## config.mk

```make
export PLATFORM = sky130hd
export DESIGN_NAME = sacf_div_step
export DESIGN_NICKNAME = d
export VERILOG_FILES = /design/src/rtl/core/sacf_pkg.sv /design/src/rtl/core/sacf_div_step.sv
export SDC_FILE = /design/constraint.sdc
export NUM_CORES = 1
export LEC_CHECK = 0
export BUFFER_PORTS_ARGS = -buffer_cell sky130_fd_sc_hd__buf_2
export CAP_MARGIN = 20
export CORE_MARGIN = 10
export CORE_UTILIZATION = 35
export CTS_BUF_LIST = sky130_fd_sc_hd__clkbuf_16
export DETAILED_ROUTE_END_ITERATION = 12
export SYNTH_ARGS = -nofsm -noshare
export SYNTH_HDL_FRONTEND = slang
export SYNTH_SLANG_ARGS = --single-unit
```

## constraint.sdc

```tcl
create_clock -name clock -period 11.6 [get_ports clock]
set_input_delay 2.32 -clock clock [delete_from_list [all_inputs] [get_ports clock]]
set_output_delay 2.32 -clock clock [all_outputs]
set_load 0.02 [all_outputs]
```

## src/rtl/core/sacf_pkg.sv

```systemverilog
// Shared types, constants and per-lane functions of the swept box first-contact pipeline.
`default_nettype none
package sacf_pkg;

   localparam int PosWidth = 24;
   localparam int SizeWidth = 20;
   localparam int VelWidth = 21;
   localparam int EdgeWidth = PosWidth + 1;
   localparam int DiffWidth = PosWidth + 2;
   localparam int MagWidth = VelWidth;
   localparam int QuoWidth = 16;
   localparam int TimeWidth = QuoWidth + 1;
   localparam int BitsPerStage = 2;
   localparam int DivStages = QuoWidth / BitsPerStage;
   localparam int NumStages = DivStages + 3;

   localparam logic [TimeWidth-1:0] ONE_FRAME = TimeWidth'(65536);
   localparam logic AXIS_X = 1'b0;
   localparam logic AXIS_Y = 1'b1;

   typedef struct packed {
      logic                        still;
      logic                        fail;
      logic [MagWidth-1:0]         mag;
      logic signed [DiffWidth-1:0] en;
      logic signed [DiffWidth-1:0] ex;
   } setup_axis_type;

   typedef struct packed {
      setup_axis_type x;
      setup_axis_type y;
      logic           blocked;
   } setup_type;

   typedef struct packed {
      logic                zero;
      logic                sat;
      logic [MagWidth-1:0] rem;
      logic [QuoWidth-1:0] quo;
   } lane_type;

   typedef struct packed {
      logic                still;
      logic [MagWidth-1:0] mag;
      lane_type            en;
      lane_type            ex;
   } div_axis_type;

   typedef struct packed {
      div_axis_type x;
      div_axis_type y;
      logic         fail;
   } pipe_type;

   function automatic setup_axis_type axis_setup(
      input logic signed [VelWidth-1:0] v,
      input logic signed [PosWidth-1:0] pos_a,
      input logic [SizeWidth-1:0]       size_a,
      input logic signed [PosWidth-1:0] pos_b,
      input logic [SizeWidth-1:0]       size_b
   );
      setup_axis_type r;
      logic signed [DiffWidth-1:0] amin;
      logic signed [DiffWidth-1:0] amax;
      logic signed [DiffWidth-1:0] bmin;
      logic signed [DiffWidth-1:0] bmax;
      logic [VelWidth:0] nv;
      amin = DiffWidth'(pos_a);
      bmin = DiffWidth'(pos_b);
      amax = amin + $signed({{(DiffWidth-SizeWidth){1'b0}}, size_a});
      bmax = bmin + $signed({{(DiffWidth-SizeWidth){1'b0}}, size_b});
      nv = -{v[VelWidth-1], v};
      r.still = (v == '0);
      if (v == '0) begin
         r.fail = !((bmin <= amax) && (amin <= bmax));
         r.mag = '0;
         r.en = '0;
         r.ex = '0;
      end else if (v[VelWidth-1]) begin
         r.fail = (amax < bmin);
         r.mag = nv[MagWidth-1:0];
         r.en = amin - bmax;
         r.ex = amax - bmin;
      end else begin
         r.fail = (amin > bmax);
         r.mag = v[MagWidth-1:0];
         r.en = bmin - amax;
         r.ex = bmax - amin;
      end
      return r;
   endfunction

   function automatic lane_type lane_init(
      input logic signed [DiffWidth-1:0] n,
      input logic [MagWidth-1:0]         mag,
      input logic                        still
   );
      lane_type r;
      r.zero = still || n[DiffWidth-1] || (n == '0);
      r.sat = !r.zero && (n[DiffWidth-2:0] >= {{(DiffWidth-1-MagWidth){1'b0}}, mag});
      r.rem = n[MagWidth-1:0];
      r.quo = '0;
      return r;
   endfunction

   function automatic lane_type lane_step(
      input lane_type            l,
      input logic [MagWidth-1:0] mag
   );
      lane_type r;
      logic [MagWidth:0] t;
      r = l;
      for (int i = 0; i < BitsPerStage; i++) begin
         t = {r.rem, 1'b0};
         if (t >= {1'b0, mag}) begin
            t = t - {1'b0, mag};
            r.quo = {r.quo[QuoWidth-2:0], 1'b1};
         end else begin
            r.quo = {r.quo[QuoWidth-2:0], 1'b0};
         end
         r.rem = t[MagWidth-1:0];
      end
      return r;
   endfunction

   function automatic logic [TimeWidth-1:0] lane_time(input lane_type l);
      if (l.zero) begin
         return '0;
      end else if (l.sat) begin
         return ONE_FRAME;
      end
      return {1'b0, l.quo};
   endfunction

endpackage
`default_nettype wire

```

## src/rtl/core/sacf_div_step.sv

```systemverilog
// One divider stage: two restoring quotient bits on all four time lanes.
`default_nettype none
module sacf_div_step (
   input  wire logic           clock,
   input  wire logic           load,
   input  sacf_pkg::pipe_type  pipe_in,
   output sacf_pkg::pipe_type  pipe_out
);
   import sacf_pkg::*;

   pipe_type pipe_ff;
   pipe_type step_in;

   always_comb begin
      step_in = pipe_in;
      step_in.x.en = lane_step(pipe_in.x.en, pipe_in.x.mag);
      step_in.x.ex = lane_step(pipe_in.x.ex, pipe_in.x.mag);
      step_in.y.en = lane_step(pipe_in.y.en, pipe_in.y.mag);
      step_in.y.ex = lane_step(pipe_in.y.ex, pipe_in.y.mag);
   end

   always_ff @(posedge clock) begin
      if (load) begin
         pipe_ff <= step_in;
      end
   end

   assign pipe_out = pipe_ff;

endmodule
`default_nettype wire

```

# Yosys cells after proc, flatten, opt, wreduce, memory -nomap -nowiden
# Index checks and enable logic that the tools add are counted.
# W data, S select, Z words.
# op_classes
addsub	8
magnitude_cmp	8
n_mux	16
# op_table
op	count
$ge A22 B21 Y1	8
$mux W21	8
$sub A21 B21 Y21	8
$mux W1	8
# word_totals
ff_bits	201
inputBits	203
output_inout_bits	201
word_cells	57

# Depth between registers and ports, before layout
# depth
depth_word	4
mapped_depth	24
mapped_depth_nobuf	21

# Least setup slack after synthesis
# Ideal clock, no wire load.
# synth_path
path_kind	input to register
from	in pipe_in[179] (netlist name)
to	reg pipe_ff (netlist bit pipe_out[157]) (data pin)
setup_ns	0.260
t_arrival_ns	7.111
t_required_ns	11.340
slack_ns	4.228
path_stages	22
n_path_buf	3
cell_sequence	buf_2 > inv_1 > fa_1 > a211o_1 > a211oi_2 > nor4_1 > o31ai_1 > a21oi_1 > nor2_2 > clkbuf_1 > mux2_2 > ha_1 > and3_1 > a221oi_1 > o211ai_1 > o311a_1 > o211ai_1 > o21ai_0 > nand2_1 > nand2_1 > buf_4 > mux2_4
# synth_lines
item	line	text
start: declaration	sacf_div_step.sv:6	input sacf_pkg::pipe_type pipe_in,
end signal: assignment	sacf_div_step.sv:24	pipe_ff <= step_in;
end: declaration	sacf_div_step.sv:11	pipe_type pipe_ff;

==> impl_metrics.json <==
{
  "finalSetupViolations": 0,
  "crit_path_top_delay_cell": "o211ai_1",
  "criticalPathCategory": "in2reg",
  "ys_types": 74,
  "cts_buffers": 25,
  "synth-edff-count": 201,
  "yosys_warnings": 0,
  "syn_area_um2": 15700,
  "synthTopCellsByArea": "edfxtp_1 (38%), ha_1 (13%), xnor2_1 (5.5%)",
  "drtIter0Drc": 715,
  "ant_nets": 0,
  "startpoint_type": "primary input",
  "startpoint": "pipe_in[79]",
  "synthArstFlopShare_pct": 0,
  "outcome": "completed",
  "tritoncts": "built",
  "fin_cells": 2536,
  "powerDensity_nw_per_um2": 172,
  "ys_ff_latch": 201,
  "synth_flop_cell": "edfxtp_1",
  "final_common_cell": "buf_2",
  "path_clk_slew_ns": 0.06,
  "vias": 13101,
  "cts-root-buf": "clkbuf_16",
  "hpwl_um": 38900,
  "fin_crit_ns": 8.39,
  "core_area_um2": 44300,
  "gp_congestion": 0.905,
  "drive_gt1_share_pct": 29.1,
  "avgSynthCellArea_um2": 10.4,
  "synth_top_area_share_pct": 38.5,
  "hold_path_class": "in2reg",
  "max_freq_mhz": 119,
  "cts.repair.resized": 0,
  "relSlewSlack_pct": 32.5,
  "finalHoldViolCount": 0,
  "grt_pass1_wl_um": 71300,
  "layout.cells.most_common_list": "buf_2 (394), edfxtp_1 (201), ha_1 (164)",
  "critPathMaxStageDelay_ns": 0.81,
  "grt_pass1_vias": 12960,
  "grt_max_degree": 79,
  "largest_register_ffs": 201,
  "first_pass_iters": 5,
  "syn_inst": 1515,
  "placed_area_um2": 18300,
  "rsz0062_at_grt": "false",
  "drc": 0,
  "viasPerCell": 5.17,
  "worst_pin_slew_ns": 1.01,
  "dieWidth_um": 232,
  "max-vdd-ir-drop_uv": 118,
  "cts_sinks": 201,
  "dieArea_um2": 53700,
  "max_cap_violations": 0,
  "cp_cell_sequence": "buf_2 -> inv_1 -> fa_1 -> a21o_1 -> a221oi_2 -> nor2_1 -> nor2_1 -> a21o_1 -> a21o_1 -> buf_4 -> clkinv_1 -> mux2_2 -> ha_1 -> a21o_1 -> nor2_1 -> o21ai_1 -> a311oi_1 -> o21ai_1 -> a221o_1 -> a21oi_1 -> o211ai_1 -> buf_4 -> mux2_1",
  "synth_top_area_cell": "edfxtp_1",
  "crit_top_cell": "a21o_1",
  "clock_path_buffers": 3,
  "antenna_found_initial": 13,
  "slew_viol_final": 0,
  "synth-seq-area-share_pct": 38.5,
  "hold_buffers": 0,
  "finish.instance_area_um2": 19100,
  "port_buffers": 395,
  "h-tree-depth": 1,
  "wl_per_cell_um": 18.8,
  "crit_required_ns": 11.88,
  "die_h_um": 232,
  "place_inst": 2485,
  "crit_fanout": 31,
  "nets": 2291,
  "start_util_pct": 35.4,
  "track_usage_pct": 16.7,
  "critical_path.endpoint": "pipe_out[70]",
  "grt-ovfl-total": 0,
  "area_delta_synth_final_pct": 21.9,
  "syn-num-nets": 1886,
  "crit_arrival_ns": 8.68,
  "tns_ns": 0,
  "final.period_utilization_pct": 72.4,
  "p_leak_nw": 8.57,
  "num_rows": 77,
  "io_pins": 404,
  "wl_um": 47800,
  "post-cts-setup-buffers": 0,
  "endpoint_kind": "flop"
}
-- layout make-up --
type	count	area, um2
clock buffer	25	626
antenna	5	12.5
fill	4362	25200
inverter	80	300
timing repair buffer	402	2040
tap	592	741
sequential	201	6040
multi-input combinational	1210	9220
clock inverter	21	150
-- worst min-delay path by stage --
stage	slack, ns	to	cells after the start	from
after global routing	1.91	pipe_out[110]	1	pipe_in[108]
after CTS	1.90	pipe_out[110]	1	pipe_in[108]
after floorplan	2.42	pipe_out[0]	0	pipe_in[0]
after global placement	2.50	pipe_out[152]	1	pipe_in[150]
final	1.94	pipe_out[110]	1	pipe_in[108]
after detailed placement	2.50	pipe_out[13]	1	pipe_in[11]
-- synthesized netlist by cell type, types with 37 or more instances --
library cell and count:
edfxtp_1 201, inv_1 76, ha_1 164, xor2_1 38, a21o_1 58, o21ai_0 89
xnor2_1 99, mux2_2 55, nand2_1 110, nor2_1 94, mux2_4 37, a21oi_1 135
-- report_power, final --
group	switching (mW)	total, mW	internal, mW
Clock	0.316	0.751	0.434
Sequential	0.0407	1.03	0.989
Combinational	0.855	1.51	0.656
-- worst max-delay path, delay by kind of cell --
kind,cells,cell delay [ns]
compound gates,11,2.78
mux,2,0.75
fa+ha+maj,2,0.82
simple gates,3,0.41
buf+inv,5,1.55
-- stage by stage --
step	hold WS, ns	power, mW	util [%]	worst slack [ns]
6_report	1.94	3.29	43.2	3.21
5_1_grt	1.91	3.50	43.1	2.83
4_1_cts	1.90	3.33	43.1	3.32
3_5_place_dp	2.50	2.55	41.4	2.74
3_3_place_gp	2.50	2.53	41.4	2.77
2_1_floorplan	2.42	2.14	-	4.23
-- logic make-up (layout without fill, tap and decap cells) --
logic type	Yosys count	in the layout	synth area share (%)
AO/OA/AOI/OAI	436	436	18.0
other	0	5	0
XOR/XNOR	137	137	7.65
adder cells (fa/ha/maj)	168	168	13.6
AND/OR/NAND/NOR	362	362	11.0
buffers and inverters	104	528	2.77
flip-flops	201	201	38.5
multiplexers	107	107	8.52
-- metal layers --
layer | up-vias | part of all wire (%) | track usage (%)
met3 | 77 | 7.3 | 4.63
met1 | 6158 | 42 | 20.3
li1 | 6495 | - | -
met5 | - | 0.19 | 0
met2 | 351 | 48 | 28.2
met4 | 20 | 2.6 | 4.86
(Power assumes the default switching activity.)
