[config.mk]
export PLATFORM = sky130hd
export DESIGN_NAME = sacf_setup
export DESIGN_NICKNAME = d
export VERILOG_FILES = /design/src/rtl/core/sacf_pkg.sv /design/src/rtl/core/sacf_setup.sv
export SDC_FILE = /design/constraint.sdc
export NUM_CORES = 1
export LEC_CHECK = 0
export BUFFER_PORTS_ARGS = -buffer_cell sky130_fd_sc_hd__buf_2
export CAP_MARGIN = 40
export CORE_MARGIN = 2
export CORE_UTILIZATION = 60
export DETAILED_ROUTE_END_ITERATION = 12
export PLACE_DENSITY = 0.85
export REMOVE_ABC_BUFFERS = 1
export SLEW_MARGIN = 15
export SYNTH_ARGS = -nofsm -noshare
export SYNTH_HDL_FRONTEND = slang
export SYNTH_SLANG_ARGS = --single-unit
[constraint.sdc]
create_clock -name clock -period 12.9 [get_ports clock]
set_input_delay 2.58 -clock clock [delete_from_list [all_inputs] [get_ports clock]]
set_output_delay 2.58 -clock clock [all_outputs]
set_load 0.01 [all_outputs]
[src/rtl/core/sacf_pkg.sv]
// Shared types, constants and per-lane functions of the swept box first-contact pipeline.
`default_nettype none
package sacf_pkg;

   localparam int PosWidth = 24;
   localparam int SizeWidth = 20;
   localparam int VelWidth = 21;
   localparam int EdgeWidth = PosWidth + 1;
   localparam int DiffWidth = PosWidth + 2;
   localparam int MagWidth = VelWidth;
   localparam int QuoWidth = 16;
   localparam int TimeWidth = QuoWidth + 1;
   localparam int BitsPerStage = 2;
   localparam int DivStages = QuoWidth / BitsPerStage;
   localparam int NumStages = DivStages + 3;

   localparam logic [TimeWidth-1:0] ONE_FRAME = TimeWidth'(65536);
   localparam logic AXIS_X = 1'b0;
   localparam logic AXIS_Y = 1'b1;

   typedef struct packed {
      logic                        still;
      logic                        fail;
      logic [MagWidth-1:0]         mag;
      logic signed [DiffWidth-1:0] en;
      logic signed [DiffWidth-1:0] ex;
   } setup_axis_type;

   typedef struct packed {
      setup_axis_type x;
      setup_axis_type y;
      logic           blocked;
   } setup_type;

   typedef struct packed {
      logic                zero;
      logic                sat;
      logic [MagWidth-1:0] rem;
      logic [QuoWidth-1:0] quo;
   } lane_type;

   typedef struct packed {
      logic                still;
      logic [MagWidth-1:0] mag;
      lane_type            en;
      lane_type            ex;
   } div_axis_type;

   typedef struct packed {
      div_axis_type x;
      div_axis_type y;
      logic         fail;
   } pipe_type;

   function automatic setup_axis_type axis_setup(
      input logic signed [VelWidth-1:0] v,
      input logic signed [PosWidth-1:0] pos_a,
      input logic [SizeWidth-1:0]       size_a,
      input logic signed [PosWidth-1:0] pos_b,
      input logic [SizeWidth-1:0]       size_b
   );
      setup_axis_type r;
      logic signed [DiffWidth-1:0] amin;
      logic signed [DiffWidth-1:0] amax;
      logic signed [DiffWidth-1:0] bmin;
      logic signed [DiffWidth-1:0] bmax;
      logic [VelWidth:0] nv;
      amin = DiffWidth'(pos_a);
      bmin = DiffWidth'(pos_b);
      amax = amin + $signed({{(DiffWidth-SizeWidth){1'b0}}, size_a});
      bmax = bmin + $signed({{(DiffWidth-SizeWidth){1'b0}}, size_b});
      nv = -{v[VelWidth-1], v};
      r.still = (v == '0);
      if (v == '0) begin
         r.fail = !((bmin <= amax) && (amin <= bmax));
         r.mag = '0;
         r.en = '0;
         r.ex = '0;
      end else if (v[VelWidth-1]) begin
         r.fail = (amax < bmin);
         r.mag = nv[MagWidth-1:0];
         r.en = amin - bmax;
         r.ex = amax - bmin;
      end else begin
         r.fail = (amin > bmax);
         r.mag = v[MagWidth-1:0];
         r.en = bmin - amax;
         r.ex = bmax - amin;
      end
      return r;
   endfunction

   function automatic lane_type lane_init(
      input logic signed [DiffWidth-1:0] n,
      input logic [MagWidth-1:0]         mag,
      input logic                        still
   );
      lane_type r;
      r.zero = still || n[DiffWidth-1] || (n == '0);
      r.sat = !r.zero && (n[DiffWidth-2:0] >= {{(DiffWidth-1-MagWidth){1'b0}}, mag});
      r.rem = n[MagWidth-1:0];
      r.quo = '0;
      return r;
   endfunction

   function automatic lane_type lane_step(
      input lane_type            l,
      input logic [MagWidth-1:0] mag
   );
      lane_type r;
      logic [MagWidth:0] t;
      r = l;
      for (int i = 0; i < BitsPerStage; i++) begin
         t = {r.rem, 1'b0};
         if (t >= {1'b0, mag}) begin
            t = t - {1'b0, mag};
            r.quo = {r.quo[QuoWidth-2:0], 1'b1};
         end else begin
            r.quo = {r.quo[QuoWidth-2:0], 1'b0};
         end
         r.rem = t[MagWidth-1:0];
      end
      return r;
   endfunction

   function automatic logic [TimeWidth-1:0] lane_time(input lane_type l);
      if (l.zero) begin
         return '0;
      end else if (l.sat) begin
         return ONE_FRAME;
      end
      return {1'b0, l.quo};
   endfunction

endpackage
`default_nettype wire

[src/rtl/core/sacf_setup.sv]
// First stage: box edges, per-axis distances, speed magnitude and early rejects.
`default_nettype none
module sacf_setup (
   input  wire logic                                  clock,
   input  wire logic                                  load,
   input  wire logic signed [sacf_pkg::PosWidth-1:0]  a_x,
   input  wire logic signed [sacf_pkg::PosWidth-1:0]  a_y,
   input  wire logic [sacf_pkg::SizeWidth-1:0]        a_width,
   input  wire logic [sacf_pkg::SizeWidth-1:0]        a_height,
   input  wire logic signed [sacf_pkg::PosWidth-1:0]  b_x,
   input  wire logic signed [sacf_pkg::PosWidth-1:0]  b_y,
   input  wire logic [sacf_pkg::SizeWidth-1:0]        b_width,
   input  wire logic [sacf_pkg::SizeWidth-1:0]        b_height,
   input  wire logic signed [sacf_pkg::VelWidth-1:0]  rel_vel_x,
   input  wire logic signed [sacf_pkg::VelWidth-1:0]  rel_vel_y,
   input  wire logic                                  pair_blocked,
   output sacf_pkg::setup_type                        setup_out
);
   import sacf_pkg::*;

   setup_type setup_ff;
   setup_type setup_in;

   always_comb begin
      setup_in.x = axis_setup(rel_vel_x, a_x, a_width, b_x, b_width);
      setup_in.y = axis_setup(rel_vel_y, a_y, a_height, b_y, b_height);
      setup_in.blocked = pair_blocked;
   end

   always_ff @(posedge clock) begin
      if (load) begin
         setup_ff <= setup_in;
      end
   end

   assign setup_out = setup_ff;

endmodule
`default_nettype wire

-- Yosys cells after proc, flatten, opt, wreduce, memory -nomap -nowiden
Index checks and enable logic that the tools add are counted.
- bits in registers: 151
- word-level logic and storage cells: 49
- input bits: 221
- output and inout port bits: 151
- $add $sub $neg: 14
- bitwise logic cells: 2
- multiplexer cells: 4
- reduce and logical (&&, ||, !) cells: 8
- $lt $le $gt $ge: 8
- operators with widths (operator ; count):
    $mux 74 ; 4
    $sub 24x25->26 ; 4
    $sub 25x24->26 ; 4
    $add 24x21->25 ; 4
    $le 24x25->1 ; 4
    $gt 24x25->1 ; 2
    $lt 25x24->1 ; 2
    $logic_not 21->1 ; 2
    $neg 21->21 ; 2
    $reduce_or 2->1 ; 2
    $logic_and 1x1->1 ; 2
    $logic_not 1->1 ; 2
    $not 1->1 ; 2

-- Longest topological paths before layout
- word-level depth: 5
- gate-level depth with buffers: 22
- depth with buffers taken out: 21

-- Least setup slack after synthesis
Ideal clock, no wire load.
- kind: in2reg
- start: input a_x[0] (netlist bit)
- end: register setup_ff, in the netlist setup_out[126] (data pin)
- data arrival time: 6.737 ns
- setup time: 0.256 ns
- slack: 5.906 ns
- buffers on the path: 1
- stages: 18
- path through: ha_1 fa_1 a211oi_1 nor2_1 o22ai_1 o21ai_1 o31ai_1 o21ai_1 a2111oi_2 nor4_1 xnor2_1 ha_1 clkbuf_1 nand2_1 or3_1 o311ai_0 xor2_1 a22o_1
- word-level cells in the longest chain between the ends: 3
- elaborated cells between the ends (all ways): 4
- RTL lines (what ; RTL line ; source):
    start, declared ; sacf_setup.sv:6 ; input wire logic signed [sacf_pkg::PosWidth-1:0] a_x,
    $add 24x21->25 ; sacf_pkg.sv:70 ; amax = amin + $signed({{(DiffWidth-SizeWidth){1'b0}}, size_a});
    $sub 24x25->26 ; sacf_pkg.sv:87 ; r.en = bmin - amax;
    $mux 74 * ; sacf_pkg.sv:79 ; end else if (v[VelWidth-1]) begin
    end signal, assigned ; sacf_setup.sv:32 ; setup_ff <= setup_in;
    end, declared ; sacf_setup.sv:21 ; setup_type setup_ff;
Every way passes the cells marked *; elsewhere a longest branch is shown, timed or not.
A chain may end at the register's enable or synchronous reset.

-- Final worst setup path
Same ends and word-level chain as after synthesis.

==> qor.yml <==
outcome:
  run_status: "finished, final reports clean"
final_layout:
  antenna_cells: 0
  final_common_cell: "buf_2"
  mostFrequentLayoutCells: "buf_2 (370), ha_1 (282), inv_1 (246), a21oi_1 (224), xnor2_1 (214)"
  area.growth.synth_to_final_pct: 12.7
  drive_gt1_share_pct: 15.9
  largest_register_ffs: 151
  fin_nets: 3396
sta:
  relSlewSlack_pct: 44.3
  period_share_pct: 59.2
  fin_ws_ns: 5.26
  hold_slack_ns: 2.32
  tns_ns: 0
  report.final.setup_viol: 0
  tightest_slew_ns: 0.824
  rsz0062_at_grt: "no"
  drv_slew: 0
  hold_violations: 0
  period_minus_slack_ns: 7.64
  max_freq_mhz: 131
power_and_ir_drop:
  max-vdd-ir-drop_mv: 0.0819
  power_uw: 3270
  power_leakage_uw: 0.0114
  power.density_mw_per_mm2: 137
die:
  fp.dieH_um: 192
  die_area_mm2: 0.0368
  die_w_um: 192
  start_util_pct: 61.2
  core_mm2: 0.0346
  pin_count: 372
  row_count: 68
worst_hold_path:
  hold_path.class: "input pin to register"
  min_path_cells: 1
  min_to: "setup_out[0]"
  min_from: "pair_blocked"
job:
  maxCapViolCount: 0
worst_setup_path:
  slowest_stage: "o311ai_0"
  crit_fanout: 13
  worstPathCellList: "buf_2 > ha_1 > fa_1 > a211oi_1 > nor2_1 > o22ai_1 > o21ai_1 > o31ai_1 > o21ai_1 > a2111oi_2 > nor2_1 > xnor2_1 > ha_1 > nand3_1 > or3_1 > o311ai_0 > xor2_1 > a22o_1"
  cp_slowest_stage_delay_ns: 0.60
  critical_path_arrival_ns: 7.85
  start_kind: "input pin"
  crit_path_end_kind: "register"
  path_class: "input pin to register"
  crit_required_ns: 13.10
yosys:
  postSynth.asyncResetShare_pct: 0
  synthCells: 2591
  synth-edff-count: 151
  ys_warn_count: 0
  synth.cell_area_mm2: 0.0212
  synth_seq_cells: 151
  yosysSeqAreaShare_pct: 21.4
  synthFlopType: "edfxtp_1"
  syn_area_per_cell_um2: 8.18
  ys_types: 79
route:
  ant_nets: 0
  wl_per_cell_um: 21.6
  first_iter_violations: 2213
  avgViaCountPerCell: 6.43
  num_vias: 21500
  drc: 0
  wl_mm: 72.2
  dr.pass1.iters: 5
clocking:
  htreeDepth: 4
  cts.path.max_buffers: 2
  cts_sinks: 151
  cts_hold_buf: 0
  cts_tree: "built"
  ctsResizeCount: 0
  post-cts-setup-buffer-count: 0
  cts_root_buffer: "clkbuf_16"
  path_clk_slew_ns: 0.07
  cts_buffers: 17
placement:
  portBuffers: 371
  place.gp.congestion: 1.02
  dp_hpwl_mm: 58.8
  pre_cts_slack_ns: 4.94
global_routing:
  grt_pass1_vias: 20600
  grt_max_degree: 77
  grt_use_total_pct: 38.2
  grt_first_pass_wirelength_mm: 109
  overflow: 0
  grt_antenna_before_repair: 0
==> power by group <==
| part | switching (uW) | internal [uW] |
|---|---|---|
| clock | 245 | 276 |
| combinational | 1250 | 788 |
| sequential | 30.0 | 685 |
==> critical path: cells and delay by family <==
| kind | cells | cell delay (ns) |
|---|---|---|
| buffers and inverters | 1 | 0.12 |
| adders and majority gates | 3 | 1.29 |
| and+or+nand+nor | 4 | 0.87 |
| xor gates and xnor gates | 2 | 0.29 |
| AOI/OAI and AO/OA | 8 | 2.67 |
==> cells by family after synthesis <==
family | count (synthesis) | synth area share [%]
simple gates | 594 | 14.1
xor+xnor | 298 | 12.3
flops | 151 | 21.4
fa+ha+maj | 294 | 17.8
compound gates | 896 | 27.8
buf+inv | 358 | 6.53
==> cells in the mapped netlist (23+ instances only) <==
| library cell | count | area (um2) |
|---|---|---|
| a211oi_1 | 30 | 225 |
| nor2b_1 | 31 | 194 |
| o21a_1 | 31 | 233 |
| inv_1 | 246 | 923 |
| o31ai_1 | 38 | 285 |
| and3_1 | 26 | 163 |
| nand2_1 | 142 | 533 |
| xor2_1 | 84 | 736 |
| a21o_1 | 154 | 1160 |
| a21oi_1 | 224 | 1120 |
| or3_1 | 23 | 144 |
| a31oi_1 | 26 | 163 |
| nand2b_1 | 41 | 257 |
| edfxtp_1 | 151 | 4530 |
| nand3_1 | 58 | 290 |
| o22ai_1 | 36 | 225 |
| nand4_1 | 26 | 163 |
| clkbuf_1 | 88 | 330 |
| xnor2_1 | 214 | 1870 |
| nor3_1 | 32 | 160 |
| o21ai_0 | 175 | 876 |
| ha_1 | 282 | 3530 |
| o21bai_1 | 39 | 293 |
| nor2_1 | 132 | 495 |
==> metal layers <==
layer,global-route usage [%],part of all wire [%]
met2,64.9,47
met4,18.5,5.1
met5,0,0
met1,48.1,39
met3,4.44,9.5
==> metrics by stage <==
step | std cells | util (%) | cell area (um2)
after floorplan | 2479 | - | 20700
after global placement | 3314 | 67.1 | 23200
after detailed placement | 3316 | 67.2 | 23300
after CTS | 3348 | 68.9 | 23900
after global routing | 3349 | 69.0 | 23900
final | 3349 | 69.0 | 23900
==> cell type report <==
cell class              instances  area, um2
inverters                     246        923
repair buffers                383       1990
well taps                     455        569
clock inverters                14        161
clock buffers                  18        429
flip-flops and latches        151       4530
multi-input cells            2082      15300
fillers                      2737      10700
==> worst max path at each step <==
stage	startpoint	to	slack (ns)
floorplan	a_y[0]	setup_out[74]	6.00
global placement	a_x[0]	setup_out[126]	5.02
detailed placement	a_x[0]	setup_out[126]	4.94
CTS	a_x[0]	setup_out[126]	5.38
global route	a_x[0]	setup_out[126]	4.85
finish	a_x[0]	setup_out[126]	5.26
Power figures use the tool's default switching activity.
