$ cat src/rtl/core/sacf_pkg.sv
// Shared types, constants and per-lane functions of the swept box first-contact pipeline.
`default_nettype none
package sacf_pkg;

   localparam int PosWidth = 24;
   localparam int SizeWidth = 20;
   localparam int VelWidth = 21;
   localparam int EdgeWidth = PosWidth + 1;
   localparam int DiffWidth = PosWidth + 2;
   localparam int MagWidth = VelWidth;
   localparam int QuoWidth = 16;
   localparam int TimeWidth = QuoWidth + 1;
   localparam int BitsPerStage = 2;
   localparam int DivStages = QuoWidth / BitsPerStage;
   localparam int NumStages = DivStages + 3;

   localparam logic [TimeWidth-1:0] ONE_FRAME = TimeWidth'(65536);
   localparam logic AXIS_X = 1'b0;
   localparam logic AXIS_Y = 1'b1;

   typedef struct packed {
      logic                        still;
      logic                        fail;
      logic [MagWidth-1:0]         mag;
      logic signed [DiffWidth-1:0] en;
      logic signed [DiffWidth-1:0] ex;
   } setup_axis_type;

   typedef struct packed {
      setup_axis_type x;
      setup_axis_type y;
      logic           blocked;
   } setup_type;

   typedef struct packed {
      logic                zero;
      logic                sat;
      logic [MagWidth-1:0] rem;
      logic [QuoWidth-1:0] quo;
   } lane_type;

   typedef struct packed {
      logic                still;
      logic [MagWidth-1:0] mag;
      lane_type            en;
      lane_type            ex;
   } div_axis_type;

   typedef struct packed {
      div_axis_type x;
      div_axis_type y;
      logic         fail;
   } pipe_type;

   function automatic setup_axis_type axis_setup(
      input logic signed [VelWidth-1:0] v,
      input logic signed [PosWidth-1:0] pos_a,
      input logic [SizeWidth-1:0]       size_a,
      input logic signed [PosWidth-1:0] pos_b,
      input logic [SizeWidth-1:0]       size_b
   );
      setup_axis_type r;
      logic signed [DiffWidth-1:0] amin;
      logic signed [DiffWidth-1:0] amax;
      logic signed [DiffWidth-1:0] bmin;
      logic signed [DiffWidth-1:0] bmax;
      logic [VelWidth:0] nv;
      amin = DiffWidth'(pos_a);
      bmin = DiffWidth'(pos_b);
      amax = amin + $signed({{(DiffWidth-SizeWidth){1'b0}}, size_a});
      bmax = bmin + $signed({{(DiffWidth-SizeWidth){1'b0}}, size_b});
      nv = -{v[VelWidth-1], v};
      r.still = (v == '0);
      if (v == '0) begin
         r.fail = !((bmin <= amax) && (amin <= bmax));
         r.mag = '0;
         r.en = '0;
         r.ex = '0;
      end else if (v[VelWidth-1]) begin
         r.fail = (amax < bmin);
         r.mag = nv[MagWidth-1:0];
         r.en = amin - bmax;
         r.ex = amax - bmin;
      end else begin
         r.fail = (amin > bmax);
         r.mag = v[MagWidth-1:0];
         r.en = bmin - amax;
         r.ex = bmax - amin;
      end
      return r;
   endfunction

   function automatic lane_type lane_init(
      input logic signed [DiffWidth-1:0] n,
      input logic [MagWidth-1:0]         mag,
      input logic                        still
   );
      lane_type r;
      r.zero = still || n[DiffWidth-1] || (n == '0);
      r.sat = !r.zero && (n[DiffWidth-2:0] >= {{(DiffWidth-1-MagWidth){1'b0}}, mag});
      r.rem = n[MagWidth-1:0];
      r.quo = '0;
      return r;
   endfunction

   function automatic lane_type lane_step(
      input lane_type            l,
      input logic [MagWidth-1:0] mag
   );
      lane_type r;
      logic [MagWidth:0] t;
      r = l;
      for (int i = 0; i < BitsPerStage; i++) begin
         t = {r.rem, 1'b0};
         if (t >= {1'b0, mag}) begin
            t = t - {1'b0, mag};
            r.quo = {r.quo[QuoWidth-2:0], 1'b1};
         end else begin
            r.quo = {r.quo[QuoWidth-2:0], 1'b0};
         end
         r.rem = t[MagWidth-1:0];
      end
      return r;
   endfunction

   function automatic logic [TimeWidth-1:0] lane_time(input lane_type l);
      if (l.zero) begin
         return '0;
      end else if (l.sat) begin
         return ONE_FRAME;
      end
      return {1'b0, l.quo};
   endfunction

endpackage
`default_nettype wire

$ cat src/rtl/core/sacf_resolve.sv
// Final stage: entry and exit time merge, axis choice and result register.
`default_nettype none
module sacf_resolve (
   input  wire logic                             clock,
   input  wire logic                             load,
   input  sacf_pkg::pipe_type                    pipe_in,
   output logic                                  hit,
   output logic [sacf_pkg::TimeWidth-1:0]        hit_time,
   output logic                                  hit_axis
);
   import sacf_pkg::*;

   logic                 hit_ff;
   logic [TimeWidth-1:0] time_ff;
   logic                 axis_ff;
   logic                 hit_in;
   logic [TimeWidth-1:0] time_in;
   logic                 axis_in;
   logic [TimeWidth-1:0] start;
   logic [TimeWidth-1:0] stop;
   logic [TimeWidth-1:0] te_y;
   logic [TimeWidth-1:0] tx_y;
   logic                 axis;

   always_comb begin
      start = lane_time(pipe_in.x.en);
      stop = pipe_in.x.still ? ONE_FRAME : lane_time(pipe_in.x.ex);
      axis = AXIS_X;
      te_y = lane_time(pipe_in.y.en);
      tx_y = lane_time(pipe_in.y.ex);
      if (!pipe_in.y.still) begin
         if (te_y > start) begin
            start = te_y;
            axis = AXIS_Y;
         end
         if (tx_y < stop) begin
            stop = tx_y;
         end
      end
      hit_in = !pipe_in.fail && (start < stop);
      time_in = hit_in ? start : '0;
      axis_in = hit_in ? axis : AXIS_X;
   end

   always_ff @(posedge clock) begin
      if (load) begin
         hit_ff <= hit_in;
         time_ff <= time_in;
         axis_ff <= axis_in;
      end
   end

   assign hit = hit_ff;
   assign hit_time = time_ff;
   assign hit_axis = axis_ff;

endmodule
`default_nettype wire

$ cat config.mk
export PLATFORM = sky130hd
export DESIGN_NAME = sacf_resolve
export DESIGN_NICKNAME = d
export VERILOG_FILES = /design/src/rtl/core/sacf_pkg.sv /design/src/rtl/core/sacf_resolve.sv
export SDC_FILE = /design/constraint.sdc
export NUM_CORES = 1
export LEC_CHECK = 0
export BUFFER_PORTS_ARGS = -buffer_cell sky130_fd_sc_hd__buf_2
export CAP_MARGIN = 5
export CORE_MARGIN = 2
export CORE_UTILIZATION = 40
export DETAILED_ROUTE_END_ITERATION = 16
export PLACE_DENSITY = 0.91
export SYNTH_ARGS = -nofsm -noshare
export SYNTH_HDL_FRONTEND = slang
export SYNTH_SLANG_ARGS = --single-unit
$ cat constraint.sdc
create_clock -name clock -period 5.3 [get_ports clock]
set_clock_uncertainty 0.05 [all_clocks]
set_input_delay 0.265 -clock clock [delete_from_list [all_inputs] [get_ports clock]]
set_output_delay 0.265 -clock clock [all_outputs]
set_load 0.02 [all_outputs]
[Word level (Yosys, flattened, before mapping)]
Cells that the tools add are included.
Cells by class
  $lt $le $gt $ge: 3
  muxes and demuxes: 26
  bitwise logic cells: 1
  reduce and logical (&&, ||, !) cells: 3
Operators by type and width (number)
  $mux 17: 17
  $lt 17x17->1: 2
  $gt 17x17->1: 1
  $mux 1: 9
  $reduce_or 2->1: 1
  $logic_and 1x1->1: 1
  $logic_not 1->1: 1
  $not 1->1: 1
Storage, ports and cells
  register bits: 19
  input bits: 203
  output and inout bits: 19
  logic and storage cells: 36

[Longest topological paths before layout]
  word-level depth: 11
  depth in mapped cells: 22
  depth with buffers taken out: 18

[Worst setup path after synthesis]
OpenSTA, ideal clock, no wires.
  path kind: in2reg
  from: in pipe_in[178] (netlist name)
  to: reg time_ff[11], in the netlist hit_time[11], data pin
  library setup time: 0.130 ns
  arrival time: 4.621 ns
  data required time: 5.120 ns
  setup slack: 0.499 ns
  stages: 20
  buffers on the path: 4
  path through: nor2_1 -> clkbuf_1 -> buf_1 -> nand2_1 -> ha_1 -> a21o_1 -> a21o_1 -> a221oi_1 -> a41o_1 -> clkbuf_1 -> nand3_1 -> o21ai_0 -> ha_1 -> a21o_1 -> a2111oi_0 -> o41ai_1 -> a41o_1 -> a21oi_1 -> buf_2 -> o21a_1
Between the ends
  longest elaborated chain between the ends: 7
  elaborated cells on any way between the ends: 8
  classes of those cells: order compare (2); mux (5); reduce/logical (1)
Ends and longest elaborated chain
  start, declared: RTL line sacf_resolve.sv:6  | input sacf_pkg::pipe_type pipe_in,
  $mux 17 or $mux 1 (tied branches): RTL line sacf_pkg.sv:127  | if (l.zero) begin
  $mux 17 *: RTL line sacf_pkg.sv:132  | return {1'b0, l.quo};
  $gt 17x17->1: RTL line sacf_resolve.sv:32  | if (te_y > start) begin
  $mux 17: RTL line sacf_resolve.sv:32
  $mux 17 *: RTL line sacf_resolve.sv:31  | if (!pipe_in.y.still) begin
  net start[3]: RTL line sacf_resolve.sv:19  | logic [TimeWidth-1:0] start;
  $lt 17x17->1 *: RTL line sacf_resolve.sv:40  | hit_in = !pipe_in.fail && (start < stop);
  $logic_and 1x1->1 *: RTL line sacf_resolve.sv:40
  end signal, assigned: RTL line sacf_resolve.sv:48  | time_ff <= time_in;
  end, declared: RTL line sacf_resolve.sv:14  | logic [TimeWidth-1:0] time_ff;
Mark *: on every way through the listed nets, which the timed path passes. The rest lies on a longest branch.
A chain may end at the register's enable or synchronous reset.

[Final worst setup path]
  from: in pipe_in[200] (netlist name)
  to: reg axis_ff, in the netlist hit_axis, data pin
Between the ends
  longest elaborated chain between the ends: 8
Ends and longest elaborated chain
  $mux 17 *: RTL line sacf_resolve.sv:27  | stop = pipe_in.x.still ? ONE_FRAME : lane_time(pipe_in.x.ex);
  $lt 17x17->1: RTL line sacf_resolve.sv:36  | if (tx_y < stop) begin
  $mux 17: RTL line sacf_resolve.sv:36
  $mux 17 *: RTL line sacf_resolve.sv:31
  $lt 17x17->1 *: RTL line sacf_resolve.sv:40
  $logic_and 1x1->1 *: RTL line sacf_resolve.sv:40
  $not 1->1 (no line) *
  $reduce_or 2->1 (no line) *
  end signal, assigned: RTL line sacf_resolve.sv:49  | axis_ff <= axis_in;
  end, declared: RTL line sacf_resolve.sv:15  | logic axis_ff;
Every way passes the cells marked *; elsewhere a longest branch is shown, timed or not.

==> summary.txt <==
Largest net degree at the start of global routing: 34
Cells after Synth: 336
Final setup viols: 0
ANT cells: 0
Setup TNS Final: 0 ns
Hold Path Depth: 1
Worst-Margin Slew: 0.748 ns
DR vias/cell: 5.63
Clock root buffer: clkbuf_8
DP HPWL: 6220 um
Hold path start: load
Multiplexer share of the synthesized area: 1.32%
Final Hold Viols: 0
DRT Wirelength: 7280 um
Die H: 85.5 um
Pwr Density: 164 nW/um^2
Post-synth cell types: 39
Sink Count: 19
GPL Wtd Cong: 0.859
Register bit total from synthesis: 19
Total GRT Usage: 19.3%
Syn_nets: 588
Reg clk slew, reported paths: 0.07 ns
Synthesized-area fraction occupied by adder cells: 23.1%
Critical Path AT: 4.68 ns
Synthesized area per cell: 7.91 um^2
Largest family of logic cells by synthesized area: simple AND/OR/NAND/NOR gates
CP Capture Type: register
DRT iter0 DRCs: 205
Number of top-level pins: 222
P&R area growth vs syn: 22.4%
Nets@finish: 678
Final slew viol count: 0
Post-synth EDFFs: 19
Clk buf depth: 2
Pre-Repair DR Iteration Count: 5
# H-tree levels: 1
Required time of the worst setup path: 5.36 ns
Largest fanout on the critical path: 33
Core area: 6390 um^2
CTS buffer count: 3
Total power: 535 uW
Row count: 29
First-pass GRT wire length: 11600 um
Drt wl/cell: 14.5 um
# fillers: 599
Cell Area, Synth: 2660 um^2
Crit share post-route: 87.1%
Relative slew slack: 50.0%
Port bufs: 95
Compound-cell area share of the yosys netlist: 22.4%
Post-DP Area: 3200 um^2
DRC violations left: 0
Worst Hold Class: in2reg
DRT antenna net count: 0
Max Clock Freq: 217 MHz
Worst Hold End: hit_time[7]$_SDFFCE_PN0P_
Main synth FF type: edfxtp_1
CP Launch Type: input port
RSZ-0062 raised after global routing: no
Max Cap Violations: 0
Via count: 2827
Outcome: finished clean
Synth Area in XOR/XNOR: 0%
Synth warn: 0
Finished Cell Area: 3250 um^2
Setup Crit Path Kind: in2reg
Seq/Total Area, Yosys: 21.5%
CTS tree: done
Initial antenna violation count: 0
Share of synthesized registers carrying an async set or reset: 0%
Minimum clock period: 4.62 ns
Overflow after GRT: 0
Initial Utilization: 41.6%
Fraction of layout cells with a size suffix above 1: 25.9%
Post-CTS setup buffer count: 0
Worst IR drop on VDD: 0.164 mV
Die span in x: 85.5 um
Vias in the first global route: 2618
Die area: 7320 um^2
Fin util: 51.0%
Lkg Pwr: 1.61 nW
Synth Area in Simple Gates: 25.7%
cells by family after synthesis:
family,after synthesis
compound gates,91
fa+ha+maj,49
buf+inv,38
flops,19
mux,3
simple gates,136
critical path: stages:
cell	delay (ns)
buf_2	0.11
nor3_2	0.17
buf_4	0.32
nand2_1	0.09
ha_1	0.31
a21oi_1	0.15
a21boi_0	0.10
a2111oi_1	0.61
o21ai_4	0.37
nor2b_1	0.19
a31oi_1	0.06
ha_1	0.34
a21o_1	0.18
a2111oi_0	0.45
o41ai_1	0.15
a41o_1	0.24
a21oi_1	0.13
buf_4	0.23
a31oi_1	0.08
nor2_1	0.12
registers in the layout, summed over array words and instances (netlist names):
signal and count:
hit 1, hit_axis 1, hit_time 17
cells in the mapped netlist (12+ instances only):
library cell | instances | share of area [%]
edfxtp_1 | 19 | 21
nor2b_1 | 17 | 4.0
nor2_1 | 13 | 1.8
a21oi_1 | 12 | 2.3
o21ai_0 | 20 | 3.8
and2_1 | 14 | 3.3
ha_1 | 49 | 23
inv_1 | 21 | 3.0
nand3_1 | 18 | 3.4
o21a_1 | 17 | 4.8
a31oi_1 | 16 | 3.8
nand2_1 | 56 | 7.9
report_power, final:
group          internal (mW)  switching (mW)
clock network         0.0533          0.0451
registers              0.180         0.00326
logic                  0.105           0.148
layout make-up:
cell class | instances | area (um^2) | area share (%)
clock buffers | 4 | 45.0 | 1.38
inverters | 21 | 78.8 | 2.42
multi-input cells | 279 | 1940 | 59.5
flip-flops and latches | 19 | 571 | 17.5
well taps | 77 | 96.3 | 2.96
repair buffers | 102 | 528 | 16.2
cells in the final DEF (no fill, tap or decap), types with 14 or more instances in the layout:
cell,n
a31oi_1,16
o21a_1,17
edfxtp_1,19
inv_1,21
o21ai_0,20
nor2b_1,17
buf_2,95
nand3_1,18
ha_1,49
and2_1,14
nand2_1,56
per-layer routing:
metal / GRT usage, % / part of all wire, % / vias up
li1: - / - / 1402
met4: 4.91 / 1.3 / 0
met2: 32.4 / 46 / 126
met1: 26.0 / 45 / 1287
met5: 0 / 0 / -
met3: 3.18 / 8.0 / 12
metrics by stage:
stage	setup WS [ns]	cells	hold WS, ns
final	0.684	502	0.420
after global routing	0.140	502	0.427
after detailed placement	0.270	498	0.658
after global placement	0.475	498	0.656
after floorplan	0.499	336	0.327
after CTS	0.529	502	0.419
repair_timing:
| action | in CTS | in global routing |
|---|---|---|
| setup endpoints to repair | 0 | 2 |
| resized for setup | 0 | 2 |
| hold buffers | 0 | 0 |
worst max path at each step:
stage                       startpoint                    endpoint  cells after the start
after floorplan           pipe_in[178]  hit_time[11]$_SDFFCE_PN0P_                     20
after global placement    pipe_in[200]      hit_axis$_SDFFCE_PP0P_                     20
after detailed placement  pipe_in[200]      hit_axis$_SDFFCE_PP0P_                     20
after CTS                 pipe_in[200]      hit_axis$_SDFFCE_PP0P_                     20
after global routing      pipe_in[200]      hit_axis$_SDFFCE_PP0P_                     20
final                     pipe_in[200]      hit_axis$_SDFFCE_PP0P_                     20
No activity file was read; power rests on OpenSTA's default activity.
