$ cat config.mk
export PLATFORM = sky130hd
export DESIGN_NAME = sacf_prep
export DESIGN_NICKNAME = d
export VERILOG_FILES = /design/src/rtl/core/sacf_pkg.sv /design/src/rtl/core/sacf_prep.sv
export SDC_FILE = /design/constraint.sdc
export NUM_CORES = 1
export LEC_CHECK = 0
export BUFFER_PORTS_ARGS = -buffer_cell sky130_fd_sc_hd__buf_2
export CAP_MARGIN = 10
export CORE_MARGIN = 5
export CORE_UTILIZATION = 42
export CTS_CLUSTER_DIAMETER = 150
export DETAILED_ROUTE_END_ITERATION = 8
export GPL_ROUTABILITY_DRIVEN = 0
export PLACE_DENSITY_LB_ADDON = 0.3
export SETUP_SLACK_MARGIN = 0.5
export SKIP_LAST_GASP = 1
export SYNTH_ARGS = -nofsm -noshare
export SYNTH_HDL_FRONTEND = slang
export SYNTH_SLANG_ARGS = --single-unit
$ cat constraint.sdc
create_clock -name clock -period 1.85 [get_ports clock]
set_input_delay 0.0925 -clock clock [delete_from_list [all_inputs] [get_ports clock]]
set_output_delay 0.0925 -clock clock [all_outputs]
set_load 0.1 [all_outputs]
$ cat src/rtl/core/sacf_pkg.sv
// Shared types, constants and per-lane functions of the swept box first-contact pipeline.
`default_nettype none
package sacf_pkg;

   localparam int PosWidth = 24;
   localparam int SizeWidth = 20;
   localparam int VelWidth = 21;
   localparam int EdgeWidth = PosWidth + 1;
   localparam int DiffWidth = PosWidth + 2;
   localparam int MagWidth = VelWidth;
   localparam int QuoWidth = 16;
   localparam int TimeWidth = QuoWidth + 1;
   localparam int BitsPerStage = 2;
   localparam int DivStages = QuoWidth / BitsPerStage;
   localparam int NumStages = DivStages + 3;

   localparam logic [TimeWidth-1:0] ONE_FRAME = TimeWidth'(65536);
   localparam logic AXIS_X = 1'b0;
   localparam logic AXIS_Y = 1'b1;

   typedef struct packed {
      logic                        still;
      logic                        fail;
      logic [MagWidth-1:0]         mag;
      logic signed [DiffWidth-1:0] en;
      logic signed [DiffWidth-1:0] ex;
   } setup_axis_type;

   typedef struct packed {
      setup_axis_type x;
      setup_axis_type y;
      logic           blocked;
   } setup_type;

   typedef struct packed {
      logic                zero;
      logic                sat;
      logic [MagWidth-1:0] rem;
      logic [QuoWidth-1:0] quo;
   } lane_type;

   typedef struct packed {
      logic                still;
      logic [MagWidth-1:0] mag;
      lane_type            en;
      lane_type            ex;
   } div_axis_type;

   typedef struct packed {
      div_axis_type x;
      div_axis_type y;
      logic         fail;
   } pipe_type;

   function automatic setup_axis_type axis_setup(
      input logic signed [VelWidth-1:0] v,
      input logic signed [PosWidth-1:0] pos_a,
      input logic [SizeWidth-1:0]       size_a,
      input logic signed [PosWidth-1:0] pos_b,
      input logic [SizeWidth-1:0]       size_b
   );
      setup_axis_type r;
      logic signed [DiffWidth-1:0] amin;
      logic signed [DiffWidth-1:0] amax;
      logic signed [DiffWidth-1:0] bmin;
      logic signed [DiffWidth-1:0] bmax;
      logic [VelWidth:0] nv;
      amin = DiffWidth'(pos_a);
      bmin = DiffWidth'(pos_b);
      amax = amin + $signed({{(DiffWidth-SizeWidth){1'b0}}, size_a});
      bmax = bmin + $signed({{(DiffWidth-SizeWidth){1'b0}}, size_b});
      nv = -{v[VelWidth-1], v};
      r.still = (v == '0);
      if (v == '0) begin
         r.fail = !((bmin <= amax) && (amin <= bmax));
         r.mag = '0;
         r.en = '0;
         r.ex = '0;
      end else if (v[VelWidth-1]) begin
         r.fail = (amax < bmin);
         r.mag = nv[MagWidth-1:0];
         r.en = amin - bmax;
         r.ex = amax - bmin;
      end else begin
         r.fail = (amin > bmax);
         r.mag = v[MagWidth-1:0];
         r.en = bmin - amax;
         r.ex = bmax - amin;
      end
      return r;
   endfunction

   function automatic lane_type lane_init(
      input logic signed [DiffWidth-1:0] n,
      input logic [MagWidth-1:0]         mag,
      input logic                        still
   );
      lane_type r;
      r.zero = still || n[DiffWidth-1] || (n == '0);
      r.sat = !r.zero && (n[DiffWidth-2:0] >= {{(DiffWidth-1-MagWidth){1'b0}}, mag});
      r.rem = n[MagWidth-1:0];
      r.quo = '0;
      return r;
   endfunction

   function automatic lane_type lane_step(
      input lane_type            l,
      input logic [MagWidth-1:0] mag
   );
      lane_type r;
      logic [MagWidth:0] t;
      r = l;
      for (int i = 0; i < BitsPerStage; i++) begin
         t = {r.rem, 1'b0};
         if (t >= {1'b0, mag}) begin
            t = t - {1'b0, mag};
            r.quo = {r.quo[QuoWidth-2:0], 1'b1};
         end else begin
            r.quo = {r.quo[QuoWidth-2:0], 1'b0};
         end
         r.rem = t[MagWidth-1:0];
      end
      return r;
   endfunction

   function automatic logic [TimeWidth-1:0] lane_time(input lane_type l);
      if (l.zero) begin
         return '0;
      end else if (l.sat) begin
         return ONE_FRAME;
      end
      return {1'b0, l.quo};
   endfunction

endpackage
`default_nettype wire

$ cat src/rtl/core/sacf_prep.sv
// Divider preparation: zero and saturation detection and lane initialization.
`default_nettype none
module sacf_prep (
   input  wire logic                clock,
   input  wire logic                load,
   input  sacf_pkg::setup_type      setup_in,
   output sacf_pkg::pipe_type       pipe_out
);
   import sacf_pkg::*;

   pipe_type pipe_ff;
   pipe_type pipe_in;

   always_comb begin
      pipe_in.x.still = setup_in.x.still;
      pipe_in.x.mag = setup_in.x.mag;
      pipe_in.x.en = lane_init(setup_in.x.en, setup_in.x.mag, setup_in.x.still);
      pipe_in.x.ex = lane_init(setup_in.x.ex, setup_in.x.mag, setup_in.x.still);
      pipe_in.y.still = setup_in.y.still;
      pipe_in.y.mag = setup_in.y.mag;
      pipe_in.y.en = lane_init(setup_in.y.en, setup_in.y.mag, setup_in.y.still);
      pipe_in.y.ex = lane_init(setup_in.y.ex, setup_in.y.mag, setup_in.y.still);
      pipe_in.fail = setup_in.blocked || setup_in.x.fail || setup_in.y.fail;
   end

   always_ff @(posedge clock) begin
      if (load) begin
         pipe_ff <= pipe_in;
      end
   end

   assign pipe_out = pipe_ff;

endmodule
`default_nettype wire

Word level (Yosys, flattened, before mapping) --
Index checks and enable logic that the tools add are counted.
Storage, ports and cells: flip-flop bits (word level) 137, input bits 153, output and inout port bits 201, word-level logic and storage cells 43
Cells by class: magnitude comparators 4, reductions and logical operators 22
Operators by type and width (count):
- $logic_not A26 Y1 | 4
- $ge A25 B21 Y1 | 4
- $logic_or A1 B1 Y1 | 10
- $logic_and A1 B1 Y1 | 4
- $logic_not A1 Y1 | 4

Longest topological paths before layout --
Gate-level depths: netlist of the first run.
word-level depth 4, depth in mapped cells 7, gate-level depth less buffers 7

Worst setup path before layout of the first run --
OpenSTA, ideal clock, no wires.
kind input -> register, start point in setup_in[138] (netlist name), end point reg pipe_ff, in the netlist pipe_out[177], data pin, library setup time 262 ps, arrival time 1353 ps, required time 1588 ps, setup slack 235 ps, stages on the path 7, path buffers 0, path through inv_1 ha_1 a21o_1 a221o_1 a221oi_2 a2bb2oi_2 a21oi_1
RTL lines:
- from (decl) | RTL line sacf_prep.sv:6 | input sacf_pkg::setup_type setup_in,
- to (signal assigned) | RTL line sacf_prep.sv:28 | pipe_ff <= pipe_in;
- to (decl) | RTL line sacf_prep.sv:11 | pipe_type pipe_ff;

Worst setup path after layout of the first run --
start point reg pipe_ff, in the netlist pipe_out[177], end point out pipe_out[177] (netlist name)
RTL lines:
- to (decl) | RTL line sacf_prep.sv:7 | output sacf_pkg::pipe_type pipe_out
No word-level cell between the ends.

==> results of run 1 <==
-- Yosys cell counts, drive strengths merged (2+ instances only) --
cell | number | area (um2)
edfxtp | 137 | 4110
nor2 | 11 | 41.3
and3b | 2 | 17.5
nand2 | 10 | 37.5
nor4 | 20 | 125
and4 | 4 | 35.0
a211o | 2 | 17.5
nor2b | 3 | 18.8
a21o | 13 | 97.6
nand3 | 8 | 40.0
or3 | 2 | 12.5
nor3 | 7 | 35.0
nand2b | 2 | 12.5
ha | 84 | 1050
a21oi | 27 | 135
a31oi | 4 | 25.0
nand4 | 18 | 113
buf | 64 | 480
a2bb2oi | 2 | 23.8
o21ai | 15 | 75.1
a221o | 2 | 20.0
inv | 49 | 184
-- tightest hold or removal path, delay by kind of cell --
kind	cells	cell delay, ps
buffers and inverters	1	70
AOI/OAI and AO/OA	1	100
and+or+nand+nor	1	30
-- metrics by stage --
stage                util  cells  worst slack [ps]
detailed placement  0.534   1009              69.5
global placement    0.534   1009              94.3
global route        0.658   1174               474
floorplan               -    561               356
CTS                 0.656   1174               501
finish              0.658   1174               548
-- power breakdown --
part / switching, W / leakage, nW / internal [W] / total (W)
logic: 0.00291 / 3.19 / 0.000679 / 0.00358
clock network: 0.00128 / 0.298 / 0.00225 / 0.00353
registers: 0.0000559 / 1.34 / 0.00369 / 0.00374
-- what timing repair did --
item,CTS,global route
hold buffers,133,0
buffers inserted,0,0
resized for setup,0,10
setup endpoints to repair,0,2
endpoints found under the hold margin,131,0
-- layer usage --
layer | vias up | track usage
li1 | 2669 | -
met1 | 2612 | 0.233
met2 | 269 | 0.393
met3 | 42 | 0.0577
met4 | 0 | 0.0920
met5 | - | 0
-- path summary, 6_finish.rpt --
| check | start | endpoint | cells past startpoint |
|---|---|---|---|
| max | pipe_out[177] | pipe_out[177] | 1 |
| min | setup_in[52] | pipe_out[78] | 3 |
-- final cells by class --
class	instances	area (um2)	share of cell area
clock buffer	20	437	0.0418
timing repair buffer	429	2870	0.275
inverter	49	211	0.0202
tap	216	270	0.0259
sequential	137	4110	0.394
multi-input combinational	311	2370	0.227
clock inverter	12	173	0.0165
-- logic make-up (layout without fill, tap and decap cells) --
kind of cell,Yosys count,after routing,synth area share
flops,137,137,0.604
buf+inv,113,510,0.0975
simple gates,90,90,0.0751
fa+ha+maj,84,84,0.154
compound gates,73,73,0.0690
other cells,1,64,0.000550
==> impl_metrics.yaml, run 1 <==
drt:
  top_layer: "met4"
  route.detailed.drc: 0
  firstDrtPassIters: 6
  ant_nets: 0
  met2_length_um: 10900
  wl_per_cell_um: 17.8
  wl_met1_um: 7510
  vias: 5592
  vias_per_cell: 4.76
  wl_met3_um: 1900
  first_iter_violations: 183
  wirelength_um: 20900
worst_setup_path:
  cp_slowest_cell: "buf_2"
  required_ps: 1760
  crit_chain: "buf_2"
  arrival_ps: 1210
  path_max_fanout: 1
  path_buf_inv: 1
  start_kind: "flop"
  crit_path_end_kind: "primary output"
  crit_family: "buffers and inverters"
  setup.worst_path.class: "reg -> out"
  max_stage_delay_ps: 450
layout:
  fillers: 1235
  final_cell_area_um2: 10500
  n_antenna_cell: 0
  layout_common_cells: "buf_2, edfxtp_1, dlygate4sd3_1"
  largest_reg_flops: 137
  fin_nets: 1182
  final_common_cell: "buf_2"
  drive_above_1_share: 0.357
  syn_to_final_growth_pct: 53.4
die:
  chipHeight_um: 137
  die_area_um2: 18900
  fp-row-count: 46
  num_io_pins: 354
  die_w_um: 137
  initial_utilization: 0.429
  core_area_um2: 15900
clock_tree:
  numCtsBuffers: 17
  tritoncts: "done"
  clkTransAtPathRegs_ps: 50
  clock_tree.root_cell: "clkbuf_16"
  clkSinkCount: 137
  clockBufferDepth: 2
  htreeDepth: 4
run_status:
  status: "completed"
timing:
  setup_viol: 0
  holdWs_ps: 23.6
  relSlewSlack: 0.645
  period_share: 0.704
  maxSlewViolCount: 0
  rsz0062_at_grt: "true"
  fmax_ghz: 0.768
  worst_slew_pin_slew_ps: 536
  fin_tns_setup_ps: 0
  hold_viol: 0
  min_period_ps: 1300
global_routing:
  grt_max_degree: 39
  grt_pass1_vias: 5905
  antenna_found_initial: 0
  grt_usage: 0.215
  gr-total-overflow: 0
  grt_pass1_wl_um: 30500
place:
  dpl_cell_area_um2: 8480
  dp_hpwl_um: 15700
  port_buffers: 289
yosys:
  synth_edf_count: 137
  yosysSeqAreaShare: 0.604
  yosys_warnings: 0
  syn_area_um2: 6820
  avgSynthCellArea_um2: 13.7
  ys_types: 35
  postSynthCellCount: 498
  ys_async_sr_fraction: 0
  ys_seq_elements: 137
  synth_ff_type: "edfxtp_1"
run:
  cap_violations: 0
power:
  total_power_w: 0.0109
  peakVddDrop_mv: 0.620
  p_leak_nw: 4.82
  p_per_area_nw_per_um2: 1040
worst_hold_path:
  min_path_type: "in -> reg"
Power figures use the tool's default switching activity.
==> run 2: changes to the inputs <==
Settings changed: CORE_ASPECT_RATIO set to 1.25, CORE_UTILIZATION 42 to 41.
Clock period 1.85 ns to 1.1 ns, I/O delays scaled along.
==> impl_metrics.yaml, run 2 (synthesis results as in run 1) <==
clock_tree:
  clock_tree.root_cell: "clkbuf_16"
  tritoncts: "done"
  hold_buffers: 66
  htreeDepth: 4
  clkTransAtPathRegs_ps: 60
  numCtsBuffers: 17
  clockBufferDepth: 2
  clkSinkCount: 137
power:
  p_per_area_nw_per_um2: 1510
  p_leak_nw: 5.86
  pwr-share-seq: 0.328
  p_sw_frac: 0.396
  peakVddDrop_mv: 1.00
  p_sw_w: 0.00798
  combPwrFrac: 0.393
  internal_power_w: 0.0122
  clkPwrFrac: 0.280
die:
  chipHeight_um: 154
  fp-row-count: 52
  num_io_pins: 354
  core_area_um2: 16300
  die_w_um: 125
  die_area_um2: 19300
  initial_utilization: 0.419
worst_hold_path:
  min_path_type: "in -> reg"
run_status:
  status: "finished with violations"
  failed_checks: "negative hold slack, negative setup slack"
layout:
  n_antenna_cell: 0
  syn_to_final_growth_pct: 95.4
  drive_above_1_share: 0.522
  multi_input_area_um2: 2940
  fillers: 793
  post-route-util: 0.819
  layout_common_cells: "buf_12, edfxtp_1, buf_2"
  largest_reg_flops: 137
  seq_area_um2: 4110
  fin_nets: 1212
worst_setup_path:
  crit_path_end_kind: "flop"
  arrival_ps: 1510
  required_ps: 1390
  setup.worst_path.class: "in -> reg"
  path_max_fanout: 3
  start_kind: "input port"
drt:
  route.detailed.drc: 0
  vias_per_cell: 5.28
  ant_nets: 0
  firstDrtPassIters: 5
  wirelength_um: 29500
  vias: 6348
  first_iter_violations: 538
  wl_per_cell_um: 24.5
timing:
  setup_ws_ps: -121
  hold_viol: 56
  fin_tns_setup_ps: -1130
  maxSlewViolCount: 0
  setup_viol: 52
  fmax_ghz: 0.819
  min_period_ps: 1220
  rsz0062_at_grt: "true"
  period_share: 1.11
  holdWs_ps: -102
global_routing:
  gr-total-overflow: 0
  grt_usage: 0.281
  grt_pass1_vias: 6887
  grt_max_degree: 61
  antenna_found_initial: 1
  grt_pass1_wl_um: 40900
place:
  port_buffers: 289
  dp_hpwl_um: 20000
run:
  cap_violations: 0
## run 2: power by group through the flow
stage               Clock [W]  Combinational (W)  Sequential, W
finish                0.00564            0.00791        0.00660
CTS                   0.00558            0.00759        0.00658
global route          0.00589            0.00810        0.00663
global placement            0            0.00711        0.00665
floorplan                   0            0.00173        0.00939
detailed placement          0            0.00724        0.00668
## run 2: area by class of cell
class | count | area share
repair buffers | 459 | 0.389
flip-flops and latches | 137 | 0.309
multi-input cells | 311 | 0.221
clock buffers | 17 | 0.0319
well taps | 216 | 0.0203
inverters | 49 | 0.0187
clock inverters | 14 | 0.0101
## run 2: metrics by stage
| stage | total power [W] | hold WS, ps | std cells | worst slack (ps) | instance area [um2] |
|---|---|---|---|---|---|
| after global routing | 0.0206 | -116 | 1203 | -167 | 13300 |
| after global placement | 0.0138 | 248 | 1100 | -670 | 11400 |
| after floorplan | 0.0111 | 154 | 561 | -355 | 7380 |
| after CTS | 0.0198 | -127 | 1200 | -160 | 12900 |
| final | 0.0201 | -102 | 1203 | -121 | 13300 |
| after detailed placement | 0.0139 | 247 | 1100 | -686 | 11400 |
## run 2: metal layers
metal  wire, um  vias to the layer above  share of wire  GRT usage
li1           -                     2727              -          -
met5         11                        -        0.00037          0
met4       1300                        2          0.044      0.133
met1       9420                     3072           0.32      0.266
met2      15900                      457           0.54      0.533
met3       2850                       90          0.097      0.103
## run 2: worst paths after layout
| kind | startpoint | to | slack, ps | depth (start not counted) |
|---|---|---|---|---|
| hold / removal | setup_in[74] | pipe_out[0] | -100 | 2 |
| setup / recovery | setup_in[135] | pipe_out[177] | -120 | 8 |
## run 2: critical path: stages
cell,delay [ps]
buf_2,100
inv_1,80
ha_1,300
nand4_1,160
or3_1,410
o21ai_1,160
a31oi_1,120
a21oi_1,130
## run 2: timing repair
action | 4_1_cts | 5_1_grt
endpoints found under the setup margin | 145 | 148
resized for setup | 63 | 87
pin swaps | 27 | 52
buffers inserted | 3 | 3
hold endpoints to repair | 133 | 63
==> run 3: changes to the inputs <==
Clock period 1.1 ns to 1 ns, I/O delays scaled along.
==> impl_metrics.yaml, run 3 (synthesis results as in run 1) <==
layout:
  post-route-util: 0.782
  syn_to_final_growth_pct: 86.5
  largest_reg_flops: 137
  drive_above_1_share: 0.548
  fin_cells: 1143
  n_antenna_cell: 0
  fillers: 889
  seq_area_um2: 4110
  layout_common_cells: "buf_12, edfxtp_1, buf_2"
  fin_nets: 1151
  final_common_cell: "buf_12"
  multi_input_area_um2: 2890
power:
  p_leak_nw: 5.62
  p_per_area_nw_per_um2: 1740
  peakVddDrop_mv: 1.09
worst_setup_path:
  required_ps: 1180
  crit_chain: "buf_8 > inv_4 > ha_4 > and2_4 > a221o_1 > a221oi_2 > a2bb2oi_2 > a21oi_1"
  cp_slowest_cell: "a221o_1"
  setup.worst_path.class: "in -> reg"
  crit_path_end_kind: "flop"
  arrival_ps: 1420
  max_stage_delay_ps: 330
  start_kind: "input port"
  path_max_fanout: 2
timing:
  setup_ws_ps: -237
  rsz0062_at_grt: "true"
  period_share: 1.24
  hold_viol: 130
  maxSlewViolCount: 0
  fmax_ghz: 0.808
  holdWs_ps: -196
  setup_viol: 141
  fin_tns_setup_ps: -13690
  min_period_ps: 1240
clock_tree:
  clkSinkCount: 137
  htreeDepth: 4
  clockBufferDepth: 2
  numCtsBuffers: 17
  clkTransAtPathRegs_ps: 70
  tritoncts: "done"
  clock_tree.root_cell: "clkbuf_16"
worst_hold_path:
  min_path_type: "in -> reg"
  min_to: "pipe_out[80]"
  hold_depth: 1
  hp-start: "setup_in[54]"
die:
  num_io_pins: 354
  initial_utilization: 0.419
  core_area_um2: 16300
  die_w_um: 125
  die_area_um2: 19300
  chipHeight_um: 154
  fp-row-count: 52
global_routing:
  antenna_found_initial: 0
  grt_pass1_vias: 6378
  grt_usage: 0.262
  grt_pass1_wl_um: 38000
  grt_max_degree: 44
  gr-total-overflow: 0
drt:
  first_iter_violations: 519
  ant_nets: 0
  vias: 5999
  wl_per_cell_um: 23.5
  route.detailed.drc: 0
  firstDrtPassIters: 5
  vias_per_cell: 5.25
  wirelength_um: 26900
run_status:
  failed_checks: "negative hold slack, negative setup slack"
  status: "finished with violations"
run:
  cap_violations: 0
place:
  port_buffers: 289
  dp_cells: 1100
  dp_hpwl_um: 19500
-- run 3: metrics by stage --
step                power (W)  setup slack (ps)  cell area [um2]
floorplan              0.0122              -450             7380
CTS                    0.0219              -255            12500
detailed placement     0.0154              -780            11500
global placement       0.0152              -766            11500
global route           0.0227              -301            12700
finish                 0.0221              -237            12700
-- run 3: how the worst max path moves through the flow --
stage / startpoint / endpoint / slack [ps] / cells after the start
6_report: setup_in[140] / pipe_out[177] / -240 / 8
5_1_grt: setup_in[140] / pipe_out[177] / -300 / 8
4_1_cts: setup_in[138] / pipe_out[177] / -260 / 8
3_5_place_dp: setup_in[138] / pipe_out[177] / -780 / 8
3_3_place_gp: setup_in[138] / pipe_out[177] / -770 / 8
2_1_floorplan: setup_in[138] / pipe_out[177] / -450 / 7
-- run 3: metal layers --
layer / part of all wire / global-route usage / routed length, um
met1: 0.33 / 0.267 / 8910
met2: 0.54 / 0.484 / 14500
met3: 0.090 / 0.0899 / 2420
met4: 0.041 / 0.110 / 1090
met5: 0 / 0 / 0
-- run 3: layout make-up --
cell class	instances	share of cell area
Timing Repair Buffer	398	0.362
Clock inverter	15	0.0131
Sequential cell	137	0.324
Multi-Input combinational cell	311	0.227
Clock buffer	17	0.0335
Tap cell	216	0.0213
Inverter	49	0.0194
-- run 3: critical path: cells and delay by family --
| family | cells | cell delay [ps] |
|---|---|---|
| AOI/OAI and AO/OA | 4 | 870 |
| adders and majority gates | 1 | 190 |
| buffers and inverters | 2 | 150 |
| and+or+nand+nor | 1 | 150 |
-- run 3: timing repair --
action,CTS,global route
setup buffers,4,2
endpoints found under the hold margin,139,134
hold buffers,4,1
resized for setup,89,28
pin swaps,37,29
endpoints found under the setup margin,145,148
-- run 3: power by group --
group | internal (W) | total, W | switching, W
clock | 0.00372 | 0.00645 | 0.00273
sequential | 0.00686 | 0.00725 | 0.000398
combinational | 0.00275 | 0.00844 | 0.00569
